===== src/rtl/ltcd_pkg.sv =====
// Shared types and constants for the LRU tag cache directory.
// No dependencies; used by ltcd_ctrl, ltcd_datapath and the top level.
package ltcd_pkg;

	localparam int TAG_W      = 64;
	localparam int STAMP_W    = 32;
	localparam int DIM_W      = 32;
	localparam int BPP_W      = 16;
	localparam int OUT_W_W    = 9;
	localparam int OUT_H_W    = 8;
	localparam int SLOT_OUT_W = 3;

	localparam logic OP_ACCESS = 1'b0;
	localparam logic OP_FLUSH  = 1'b1;

	localparam logic [BPP_W-1:0] BPP_REQUIRED = 16'd16;
	localparam logic [DIM_W-1:0] MAX_WIDTH    = 32'd320;
	localparam logic [DIM_W-1:0] MAX_HEIGHT   = 32'd240;

	// Commands from the controller to the datapath.
	typedef struct packed {
		logic capture;  // latch the accepted item and clear the scan results
		logic rd_en;    // read one slot from the directory arrays
		logic commit;   // update the directory and load the result register
	} cmd_t;

endpackage


===== src/rtl/ltcd_ctrl.sv =====
// Controller for the LRU tag cache directory: state machine, scan counter
// and result-register handshake. Depends on ltcd_pkg.
module ltcd_ctrl #(
	parameter int SLOT_COUNT = 8
) (
	input  logic                          clk,
	input  logic                          arst_n,
	input  logic                          req_valid,
	input  logic                          opcode,
	output logic                          req_stall,
	output logic                          rsp_valid,
	input  logic                          rsp_stall,
	output ltcd_pkg::cmd_t                cmd,
	output logic [$clog2(SLOT_COUNT)-1:0] rd_addr
);

	localparam int IDX_W = $clog2(SLOT_COUNT);
	localparam int CNT_W = $clog2(SLOT_COUNT + 1);

	localparam logic [1:0] ST_IDLE   = 2'd0;
	localparam logic [1:0] ST_SCAN   = 2'd1;
	localparam logic [1:0] ST_COMMIT = 2'd2;

	logic [1:0]       state_q;
	logic [CNT_W-1:0] cnt_q;
	logic             rsp_valid_q;
	logic             scan_end;

	assign req_stall = (state_q != ST_IDLE);
	assign rsp_valid = rsp_valid_q;
	assign scan_end  = (cnt_q == CNT_W'(SLOT_COUNT));
	assign rd_addr   = cnt_q[IDX_W-1:0];

	assign cmd.capture = (state_q == ST_IDLE) && req_valid;
	assign cmd.rd_en   = (state_q == ST_SCAN) && !scan_end;
	assign cmd.commit  = (state_q == ST_COMMIT) && (!rsp_valid_q || !rsp_stall);

	always_ff @(posedge clk or negedge arst_n) begin
		if (!arst_n) begin
			state_q     <= ST_IDLE;
			cnt_q       <= '0;
			rsp_valid_q <= 1'b0;
		end else begin
			case (state_q)
				ST_IDLE: begin
					if (req_valid) begin
						cnt_q   <= '0;
						state_q <= (opcode == ltcd_pkg::OP_FLUSH) ? ST_COMMIT : ST_SCAN;
					end
				end
				ST_SCAN: begin
					// the scan state is held after the last read so that its data can be evaluated
					if (scan_end) begin
						state_q <= ST_COMMIT;
					end else begin
						cnt_q <= cnt_q + CNT_W'(1);
					end
				end
				ST_COMMIT: begin
					if (!rsp_valid_q || !rsp_stall) begin
						state_q <= ST_IDLE;
					end
				end
				default: begin
					state_q <= ST_IDLE;
				end
			endcase

			if (cmd.commit) begin
				rsp_valid_q <= 1'b1;
			end else if (rsp_valid_q && !rsp_stall) begin
				rsp_valid_q <= 1'b0;
			end
		end
	end

`ifndef ASSERT_OFF
	a_single_item: assert property (@(posedge clk) disable iff (!arst_n)
		cmd.capture |=> req_stall)
		else $error("item accepted while another is in progress");

	a_scan_to_commit: assert property (@(posedge clk) disable iff (!arst_n)
		(state_q == ST_SCAN) && !cmd.rd_en |=> (state_q == ST_COMMIT))
		else $error("scan did not finish into commit");

	a_commit_result: assert property (@(posedge clk) disable iff (!arst_n)
		cmd.commit |=> rsp_valid)
		else $error("commit did not present a result");
`endif

endmodule


===== src/rtl/ltcd_datapath.sv =====
// Datapath for the LRU tag cache directory: slot arrays, scan evaluation,
// use counter, directory update and result register. Depends on ltcd_pkg.
module ltcd_datapath #(
	parameter int SLOT_COUNT = 8
) (
	input  logic                                clk,
	input  logic                                arst_n,
	input  ltcd_pkg::cmd_t                      cmd,
	input  logic [$clog2(SLOT_COUNT)-1:0]       rd_addr,
	input  logic                                opcode,
	input  logic [ltcd_pkg::TAG_W-1:0]          key_tag,
	input  logic                                load_ok,
	input  logic [ltcd_pkg::DIM_W-1:0]          bmp_width,
	input  logic [ltcd_pkg::DIM_W-1:0]          bmp_height,
	input  logic [ltcd_pkg::BPP_W-1:0]          bits_per_pixel,
	output logic                                hit,
	output logic                                success,
	output logic [ltcd_pkg::SLOT_OUT_W-1:0]     slot_index,
	output logic [ltcd_pkg::OUT_W_W-1:0]        out_width,
	output logic [ltcd_pkg::OUT_H_W-1:0]        out_height,
	output logic                                evicted
);

	localparam int IDX_W = $clog2(SLOT_COUNT);

	// directory arrays
	logic [ltcd_pkg::TAG_W-1:0]   tag_mem    [SLOT_COUNT];
	logic [ltcd_pkg::STAMP_W-1:0] stamp_mem  [SLOT_COUNT];
	logic [ltcd_pkg::OUT_W_W-1:0] width_mem  [SLOT_COUNT];
	logic [ltcd_pkg::OUT_H_W-1:0] height_mem [SLOT_COUNT];
	logic [SLOT_COUNT-1:0]        valid_q;
	logic [ltcd_pkg::STAMP_W-1:0] use_cnt_q;

	// captured item
	logic                         flush_q;
	logic [ltcd_pkg::TAG_W-1:0]   key_q;
	logic                         good_q;
	logic [ltcd_pkg::OUT_W_W-1:0] width_q;
	logic [ltcd_pkg::OUT_H_W-1:0] height_q;

	// read stage
	logic                         eval_en_s1;
	logic [IDX_W-1:0]             eval_idx_s1;
	logic                         eval_vld_s1;
	logic [ltcd_pkg::TAG_W-1:0]   rd_tag_s1;
	logic [ltcd_pkg::STAMP_W-1:0] rd_stamp_s1;
	logic [ltcd_pkg::OUT_W_W-1:0] rd_width_s1;
	logic [ltcd_pkg::OUT_H_W-1:0] rd_height_s1;

	// scan results
	logic                         hit_q;
	logic [IDX_W-1:0]             hit_idx_q;
	logic [ltcd_pkg::OUT_W_W-1:0] hit_width_q;
	logic [ltcd_pkg::OUT_H_W-1:0] hit_height_q;
	logic                         free_found_q;
	logic [IDX_W-1:0]             free_idx_q;
	logic                         old_found_q;
	logic [IDX_W-1:0]             old_idx_q;
	logic [ltcd_pkg::STAMP_W-1:0] old_stamp_q;

	// result register
	logic                            res_hit_q;
	logic                            res_success_q;
	logic [ltcd_pkg::SLOT_OUT_W-1:0] res_slot_q;
	logic [ltcd_pkg::OUT_W_W-1:0]    res_width_q;
	logic [ltcd_pkg::OUT_H_W-1:0]    res_height_q;
	logic                            res_evicted_q;

	logic                         load_good;
	logic                         tag_match;
	logic                         older;
	logic [IDX_W-1:0]             victim_idx;
	logic [IDX_W-1:0]             wr_idx;
	logic [ltcd_pkg::STAMP_W-1:0] next_stamp;
	logic                         stamp_we;
	logic                         entry_we;

	assign load_good = load_ok && (bits_per_pixel == ltcd_pkg::BPP_REQUIRED)
		&& (bmp_width != '0) && (bmp_width <= ltcd_pkg::MAX_WIDTH)
		&& (bmp_height != '0) && (bmp_height <= ltcd_pkg::MAX_HEIGHT);

	assign tag_match  = eval_vld_s1 && (rd_tag_s1 == key_q);
	assign older      = !old_found_q || (rd_stamp_s1 < old_stamp_q);
	assign victim_idx = free_found_q ? free_idx_q : old_idx_q;
	assign wr_idx     = hit_q ? hit_idx_q : victim_idx;
	assign next_stamp = use_cnt_q + ltcd_pkg::STAMP_W'(1);
	assign stamp_we   = cmd.commit && !flush_q && (hit_q || good_q);
	assign entry_we   = cmd.commit && !flush_q && !hit_q && good_q;

	// arrays: one write and one registered read per cycle
	always_ff @(posedge clk) begin
		if (stamp_we) begin
			stamp_mem[wr_idx] <= next_stamp;
		end
		if (entry_we) begin
			tag_mem[wr_idx]    <= key_q;
			width_mem[wr_idx]  <= width_q;
			height_mem[wr_idx] <= height_q;
		end
		if (cmd.rd_en) begin
			rd_tag_s1    <= tag_mem[rd_addr];
			rd_stamp_s1  <= stamp_mem[rd_addr];
			rd_width_s1  <= width_mem[rd_addr];
			rd_height_s1 <= height_mem[rd_addr];
			eval_idx_s1  <= rd_addr;
			eval_vld_s1  <= valid_q[rd_addr];
		end
	end

	// item payload and scan payload
	always_ff @(posedge clk) begin
		if (cmd.capture) begin
			flush_q  <= (opcode == ltcd_pkg::OP_FLUSH);
			key_q    <= key_tag;
			good_q   <= load_good;
			width_q  <= bmp_width[ltcd_pkg::OUT_W_W-1:0];
			height_q <= bmp_height[ltcd_pkg::OUT_H_W-1:0];
		end
		if (eval_en_s1) begin
			if (tag_match && !hit_q) begin
				hit_idx_q    <= eval_idx_s1;
				hit_width_q  <= rd_width_s1;
				hit_height_q <= rd_height_s1;
			end
			if (!eval_vld_s1 && !free_found_q) begin
				free_idx_q <= eval_idx_s1;
			end
			// strict compare keeps the lowest index on equal stamps
			if (eval_vld_s1 && older) begin
				old_idx_q   <= eval_idx_s1;
				old_stamp_q <= rd_stamp_s1;
			end
		end
		if (cmd.commit) begin
			if (flush_q) begin
				res_hit_q     <= 1'b0;
				res_success_q <= 1'b0;
				res_slot_q    <= '0;
				res_width_q   <= '0;
				res_height_q  <= '0;
				res_evicted_q <= 1'b0;
			end else if (hit_q) begin
				res_hit_q     <= 1'b1;
				res_success_q <= 1'b1;
				res_slot_q    <= ltcd_pkg::SLOT_OUT_W'(hit_idx_q);
				res_width_q   <= hit_width_q;
				res_height_q  <= hit_height_q;
				res_evicted_q <= 1'b0;
			end else begin
				res_hit_q     <= 1'b0;
				res_success_q <= good_q;
				res_slot_q    <= ltcd_pkg::SLOT_OUT_W'(victim_idx);
				res_width_q   <= good_q ? width_q : '0;
				res_height_q  <= good_q ? height_q : '0;
				res_evicted_q <= !free_found_q;
			end
		end
	end

	always_ff @(posedge clk or negedge arst_n) begin
		if (!arst_n) begin
			valid_q      <= '0;
			use_cnt_q    <= '0;
			eval_en_s1   <= 1'b0;
			hit_q        <= 1'b0;
			free_found_q <= 1'b0;
			old_found_q  <= 1'b0;
		end else begin
			eval_en_s1 <= cmd.rd_en;
			if (cmd.capture) begin
				hit_q        <= 1'b0;
				free_found_q <= 1'b0;
				old_found_q  <= 1'b0;
			end else if (eval_en_s1) begin
				if (tag_match) begin
					hit_q <= 1'b1;
				end
				if (!eval_vld_s1) begin
					free_found_q <= 1'b1;
				end
				if (eval_vld_s1) begin
					old_found_q <= 1'b1;
				end
			end
			if (cmd.commit) begin
				if (flush_q) begin
					valid_q <= '0;
				end else if (!hit_q) begin
					// drop the victim; refill it only with an acceptable load
					valid_q[victim_idx] <= good_q;
				end
			end
			if (stamp_we) begin
				use_cnt_q <= next_stamp;
			end
		end
	end

	assign hit        = res_hit_q;
	assign success    = res_success_q;
	assign slot_index = res_slot_q;
	assign out_width  = res_width_q;
	assign out_height = res_height_q;
	assign evicted    = res_evicted_q;

`ifndef ASSERT_OFF
	a_hit_slot_valid: assert property (@(posedge clk) disable iff (!arst_n)
		cmd.commit && !flush_q && hit_q |-> valid_q[hit_idx_q])
		else $error("hit slot is not valid at commit");

	a_flush_clears: assert property (@(posedge clk) disable iff (!arst_n)
		cmd.commit && flush_q |=> (valid_q == '0))
		else $error("flush left a valid slot");

	a_lru_only_when_full: assert property (@(posedge clk) disable iff (!arst_n)
		cmd.commit && !flush_q && !hit_q && !free_found_q |-> (valid_q == '1))
		else $error("LRU victim taken while a slot was free");
`endif

endmodule


===== src/rtl/lru_tag_cache_directory.sv =====
// Top level of the LRU tag cache directory: joins controller and datapath.
// Depends on ltcd_pkg, ltcd_ctrl and ltcd_datapath.
//
//   channel   handshake              payload
//   request   req_valid / req_stall  opcode, key_tag, load_ok, bmp_width,
//                                    bmp_height, bits_per_pixel
//   response  rsp_valid / rsp_stall  hit, success, slot_index, out_width,
//                                    out_height, evicted
//
// An access reads one slot per cycle from the directory arrays, then the commit
// updates them; a flush skips the scan and goes straight to the commit.
// Reset invalidates every slot and zeroes the counter.
// A held result stalls only the commit; the next item is taken and scanned
// while the result register waits.
module lru_tag_cache_directory #(
	parameter int SLOT_COUNT = 8
) (
	input  logic                                clk,
	input  logic                                arst_n,
	input  logic                                req_valid,
	output logic                                req_stall,
	input  logic                                opcode,
	input  logic [ltcd_pkg::TAG_W-1:0]          key_tag,
	input  logic                                load_ok,
	input  logic [ltcd_pkg::DIM_W-1:0]          bmp_width,
	input  logic [ltcd_pkg::DIM_W-1:0]          bmp_height,
	input  logic [ltcd_pkg::BPP_W-1:0]          bits_per_pixel,
	output logic                                rsp_valid,
	input  logic                                rsp_stall,
	output logic                                hit,
	output logic                                success,
	output logic [ltcd_pkg::SLOT_OUT_W-1:0]     slot_index,
	output logic [ltcd_pkg::OUT_W_W-1:0]        out_width,
	output logic [ltcd_pkg::OUT_H_W-1:0]        out_height,
	output logic                                evicted
);

	localparam int IDX_W = $clog2(SLOT_COUNT);

	ltcd_pkg::cmd_t   cmd;
	logic [IDX_W-1:0] rd_addr;

	ltcd_ctrl #(
		.SLOT_COUNT(SLOT_COUNT)
	) u_ctrl (
		.clk      (clk),
		.arst_n   (arst_n),
		.req_valid(req_valid),
		.opcode   (opcode),
		.req_stall(req_stall),
		.rsp_valid(rsp_valid),
		.rsp_stall(rsp_stall),
		.cmd      (cmd),
		.rd_addr  (rd_addr)
	);

	ltcd_datapath #(
		.SLOT_COUNT(SLOT_COUNT)
	) u_datapath (
		.clk           (clk),
		.arst_n        (arst_n),
		.cmd           (cmd),
		.rd_addr       (rd_addr),
		.opcode        (opcode),
		.key_tag       (key_tag),
		.load_ok       (load_ok),
		.bmp_width     (bmp_width),
		.bmp_height    (bmp_height),
		.bits_per_pixel(bits_per_pixel),
		.hit           (hit),
		.success       (success),
		.slot_index    (slot_index),
		.out_width     (out_width),
		.out_height    (out_height),
		.evicted       (evicted)
	);

endmodule


===== config.mk =====
export PLATFORM = sky130hd
export DESIGN_NAME = lru_tag_cache_directory
export DESIGN_NICKNAME = d
export VERILOG_FILES = /design/src/rtl/ltcd_pkg.sv /design/src/rtl/ltcd_ctrl.sv /design/src/rtl/ltcd_datapath.sv /design/src/rtl/lru_tag_cache_directory.sv
export SDC_FILE = /design/constraint.sdc
export NUM_CORES = 1
export LEC_CHECK = 0
export ABC_AREA = 1
export BUFFER_PORTS_ARGS = -buffer_cell sky130_fd_sc_hd__buf_2
export CAP_MARGIN = 20
export CORE_MARGIN = 3
export CORE_UTILIZATION = 40
export CTS_BUF_LIST = sky130_fd_sc_hd__clkbuf_16
export CTS_CLUSTER_SIZE = 8
export DETAILED_ROUTE_END_ITERATION = 12
export PLACE_DENSITY = 0.65
export SYNTH_ARGS = -nofsm -noshare
export SYNTH_HDL_FRONTEND = slang
export SYNTH_HIERARCHICAL = 1
export SYNTH_SLANG_ARGS = --single-unit

===== constraint.sdc =====
create_clock -name clk -period 13 [get_ports clk]
set_clock_uncertainty 0.05 [all_clocks]
set_input_delay 2.6 -clock clk [delete_from_list [all_inputs] [get_ports clk]]
set_output_delay 2.6 -clock clk [all_outputs]
set_load 0.005 [all_outputs]

==> impl_metrics.ini <==
[drt]
drc = 0
drt_wl_total_mm = 111
avgViaCountPerCell = 5.21
wl_per_cell_um = 19.8
drtAntennaViolNets = 0
vias = 29200
first_pass_iters = 5
first_iter_violations = 2393

[global_route]
grt_pass1_vias = 28800
grt_first_pass_wirelength_mm = 169
grt_usage_pct = 17.4
overflow = 0
antenna_found_initial = 16
grt_max_degree = 241

[synthesis]
ys_types = 42
async_flop_share_pct = 4.13
synth-edff-count = 1185
syn_nets = 3899
syn_area_um2 = 48600
seq_area_frac_synth_pct = 75.9
synth_cells = 3715
yosysWarningCount = 6
synth-seq-cells = 1236
synth_ff_type = edfxtp_1
syn_avg_cell_area_um2 = 13.1

[timing]
post-route-period-util_pct = 41.2
fmax_ghz = 0.187
slew_violations = 0
slew-limit-headroom_pct = 25.1
tightest_slew_ns = 1.12
period_minus_slack_ns = 5.35
rsz0062_at_grt = no
setup_violations = 0
fin_setup_tns_ns = 0
worst_slack_ns = 7.65
final-hold-violation-count = 0

[power]
p_seq_share_pct = 46.0
pwr-share-clk_pct = 33.0
internal-power_mw = 8.18
p_switching_mw = 3.66
p_leak_nw = 19.5
ir_worst_vdd_mv = 0.165
swShare_pct = 30.9
combPwrFrac_pct = 21.0
p_per_area_nw_per_um2 = 212

[clock_tree]
worstSkewPairLatency_ns = 0.76
cts_sinks = 1236
cts_buffers = 172
cts-htree-levels = 4
clk_path_buf_depth = 3
post_cts_buffers = 0
clk_pin_slew_ns = 0.05
root_buffer = clkbuf_16
postCtsHoldBufs = 0
post_cts_resized = 0
tritoncts = built

[setup_path]
cp_slowest_cell = nor2_4
path_cells = buf_2 > nand2_1 > inv_1 > nor2_2 > buf_4 > nand2_2 > nor2_4 > buf_4
critical_path.endpoint_type = flop
cp.required_ns = 13.32
reg2reg_from = u_datapath/flush_q$_DFFE_PP_
criticalPathCategory = in -> reg
setup.worst_path.start_class = primary input
crit_family = simple AND/OR/NAND/NOR gates
cpPeakStageDelay_ns = 0.98
cp.arrival_ns = 5.67
crit_top_cell = buf_4
crit_path_max_fanout = 52
cp-startpoint = rsp_stall
cp_num_buf_inv = 4

[die]
initial_core_util_pct = 40.4
std_cell_rows = 127
die_w_um = 354
pin_count = 175
die_y_um = 354
die_area_um2 = 126000
core_um2 = 120000

[worst_hold_path]
hp-start = u_datapath/rd_width_s1[5]$_DFFE_PP_
hp-class = reg -> reg

[cells_and_area]
drive_gt1_share_pct = 11.6
fillers = 10500
final_common_cell = edfxtp_1
fin_cells = 5594
post-route-util_pct = 46.4
finish.net_count = 4101
syn2layout_area_growth_pct = 14.9
final_cell_mix = 1185 x edfxtp_1, 890 x nor2_1, 492 x o21ai_0, 244 x nand2_1, 191 x inv_1
final_area_um2 = 55800

[place]
place.gp.congestion = 0.833
detailed_place_hpwl_mm = 61.4
post-place-ws_ns = 6.83
placed_cells = 5354
portBuffers = 174
place_area_um2 = 51100

[run_status]
status = finished, final reports clean

[run]
cap_violations = 0
==> stage by stage <==
stage	total power, mW	hold WS [ns]
after floorplan	7.15	0.350
after global placement	7.95	0.351
after detailed placement	8.02	0.356
after CTS	12.0	0.367
after global routing	12.5	0.377
final	11.8	0.366
==> final timing paths <==
| check | endpoint | slack (ns) | depth (start not counted) |
|---|---|---|---|
| max | u_datapath/tag_mem[6][0]$_DFFE_PP_ | 7.65 | 8 |
| min | u_datapath/hit_width_q[5]$_DFFE_PP_ | 0.37 | 0 |
| max reg2reg | u_datapath/tag_mem[6][0]$_DFFE_PP_ | 8.50 | 6 |
| min reg2reg | u_datapath/hit_width_q[5]$_DFFE_PP_ | 0.37 | 0 |
| max in group asynchronous | u_ctrl/cnt_q[1]$_DFFE_PN0P_ | 10.33 | 2 |
| min in group asynchronous | u_datapath/use_cnt_q[2]$_DFFE_PN0P_ | 1.95 | 2 |
==> cells by family (layout without fill, tap and decap cells) <==
family | count (synthesis) | count (layout) | share of synthesized area (%)
compound gates | 796 | 796 | 9.01
xor+xnor | 52 | 52 | 0.984
fa+ha+maj | 34 | 34 | 0.876
buf+inv | 347 | 605 | 3.03
flops | 1236 | 1236 | 75.9
other cells | 0 | 9 | 0
simple gates | 1250 | 1250 | 10.2
==> metal layers <==
layer | track usage [%] | up-vias | share of wire, %
li1 | - | 13800 | -
met1 | 23.2 | 14200 | 42
met2 | 28.4 | 983 | 48
met3 | 3.78 | 201 | 7.2
met4 | 5.96 | 14 | 2.4
met5 | 0 | - | 0.087
==> state kept, by name (all words and copies together), names as in the netlist, 32 cells and up <==
signal                  count
u_datapath/height_mem      64
u_datapath/key_q           64
u_datapath/old_stamp_q     32
u_datapath/rd_stamp_s1     32
u_datapath/rd_tag_s1       64
u_datapath/stamp_mem      256
u_datapath/tag_mem        512
u_datapath/use_cnt_q       32
u_datapath/width_mem       72
==> cell usage after synthesis (17+ instances only) <==
| cell type | instances | area share, % |
|---|---|---|
| a21oi_1 | 27 | 0.28 |
| a22o_1 | 17 | 0.31 |
| a31oi_1 | 115 | 1.5 |
| buf_1 | 19 | 0.15 |
| buf_2 | 46 | 0.47 |
| buf_4 | 19 | 0.29 |
| clkbuf_1 | 98 | 0.76 |
| dfrtp_1 | 51 | 2.6 |
| edfxtp_1 | 1185 | 73 |
| ha_1 | 34 | 0.88 |
| inv_1 | 150 | 1.2 |
| nand2_1 | 244 | 1.9 |
| nand3_1 | 27 | 0.28 |
| nand4_1 | 17 | 0.22 |
| nor2_1 | 902 | 7.0 |
| nor3_1 | 19 | 0.20 |
| o21ai_0 | 492 | 5.1 |
| o22ai_1 | 121 | 1.6 |
| xor2_1 | 39 | 0.70 |
==> area by class of cell <==
class / instances / area (µm²) / share of cell area (%)
timing repair buffer: 214 / 1220 / 2.18
multi-input combinational: 2132 / 10400 / 18.6
inverter: 161 / 634 / 1.14
clock inverter: 57 / 345 / 0.619
sequential: 1236 / 36900 / 66.1
clock buffer: 173 / 4330 / 7.76
antenna: 9 / 22.5 / 0.0404
tap: 1612 / 2020 / 3.62
==> power by group through the flow <==
stage	clock network [mW]	logic [mW]	registers [mW]
3_3_place_gp	0	2.44	5.51
6_report	3.90	2.48	5.45
5_1_grt	4.16	2.79	5.50
3_5_place_dp	0	2.50	5.53
4_1_cts	3.99	2.51	5.46
2_1_floorplan	0	1.78	5.37
Note: power is estimated with default switching activity, not from simulation.
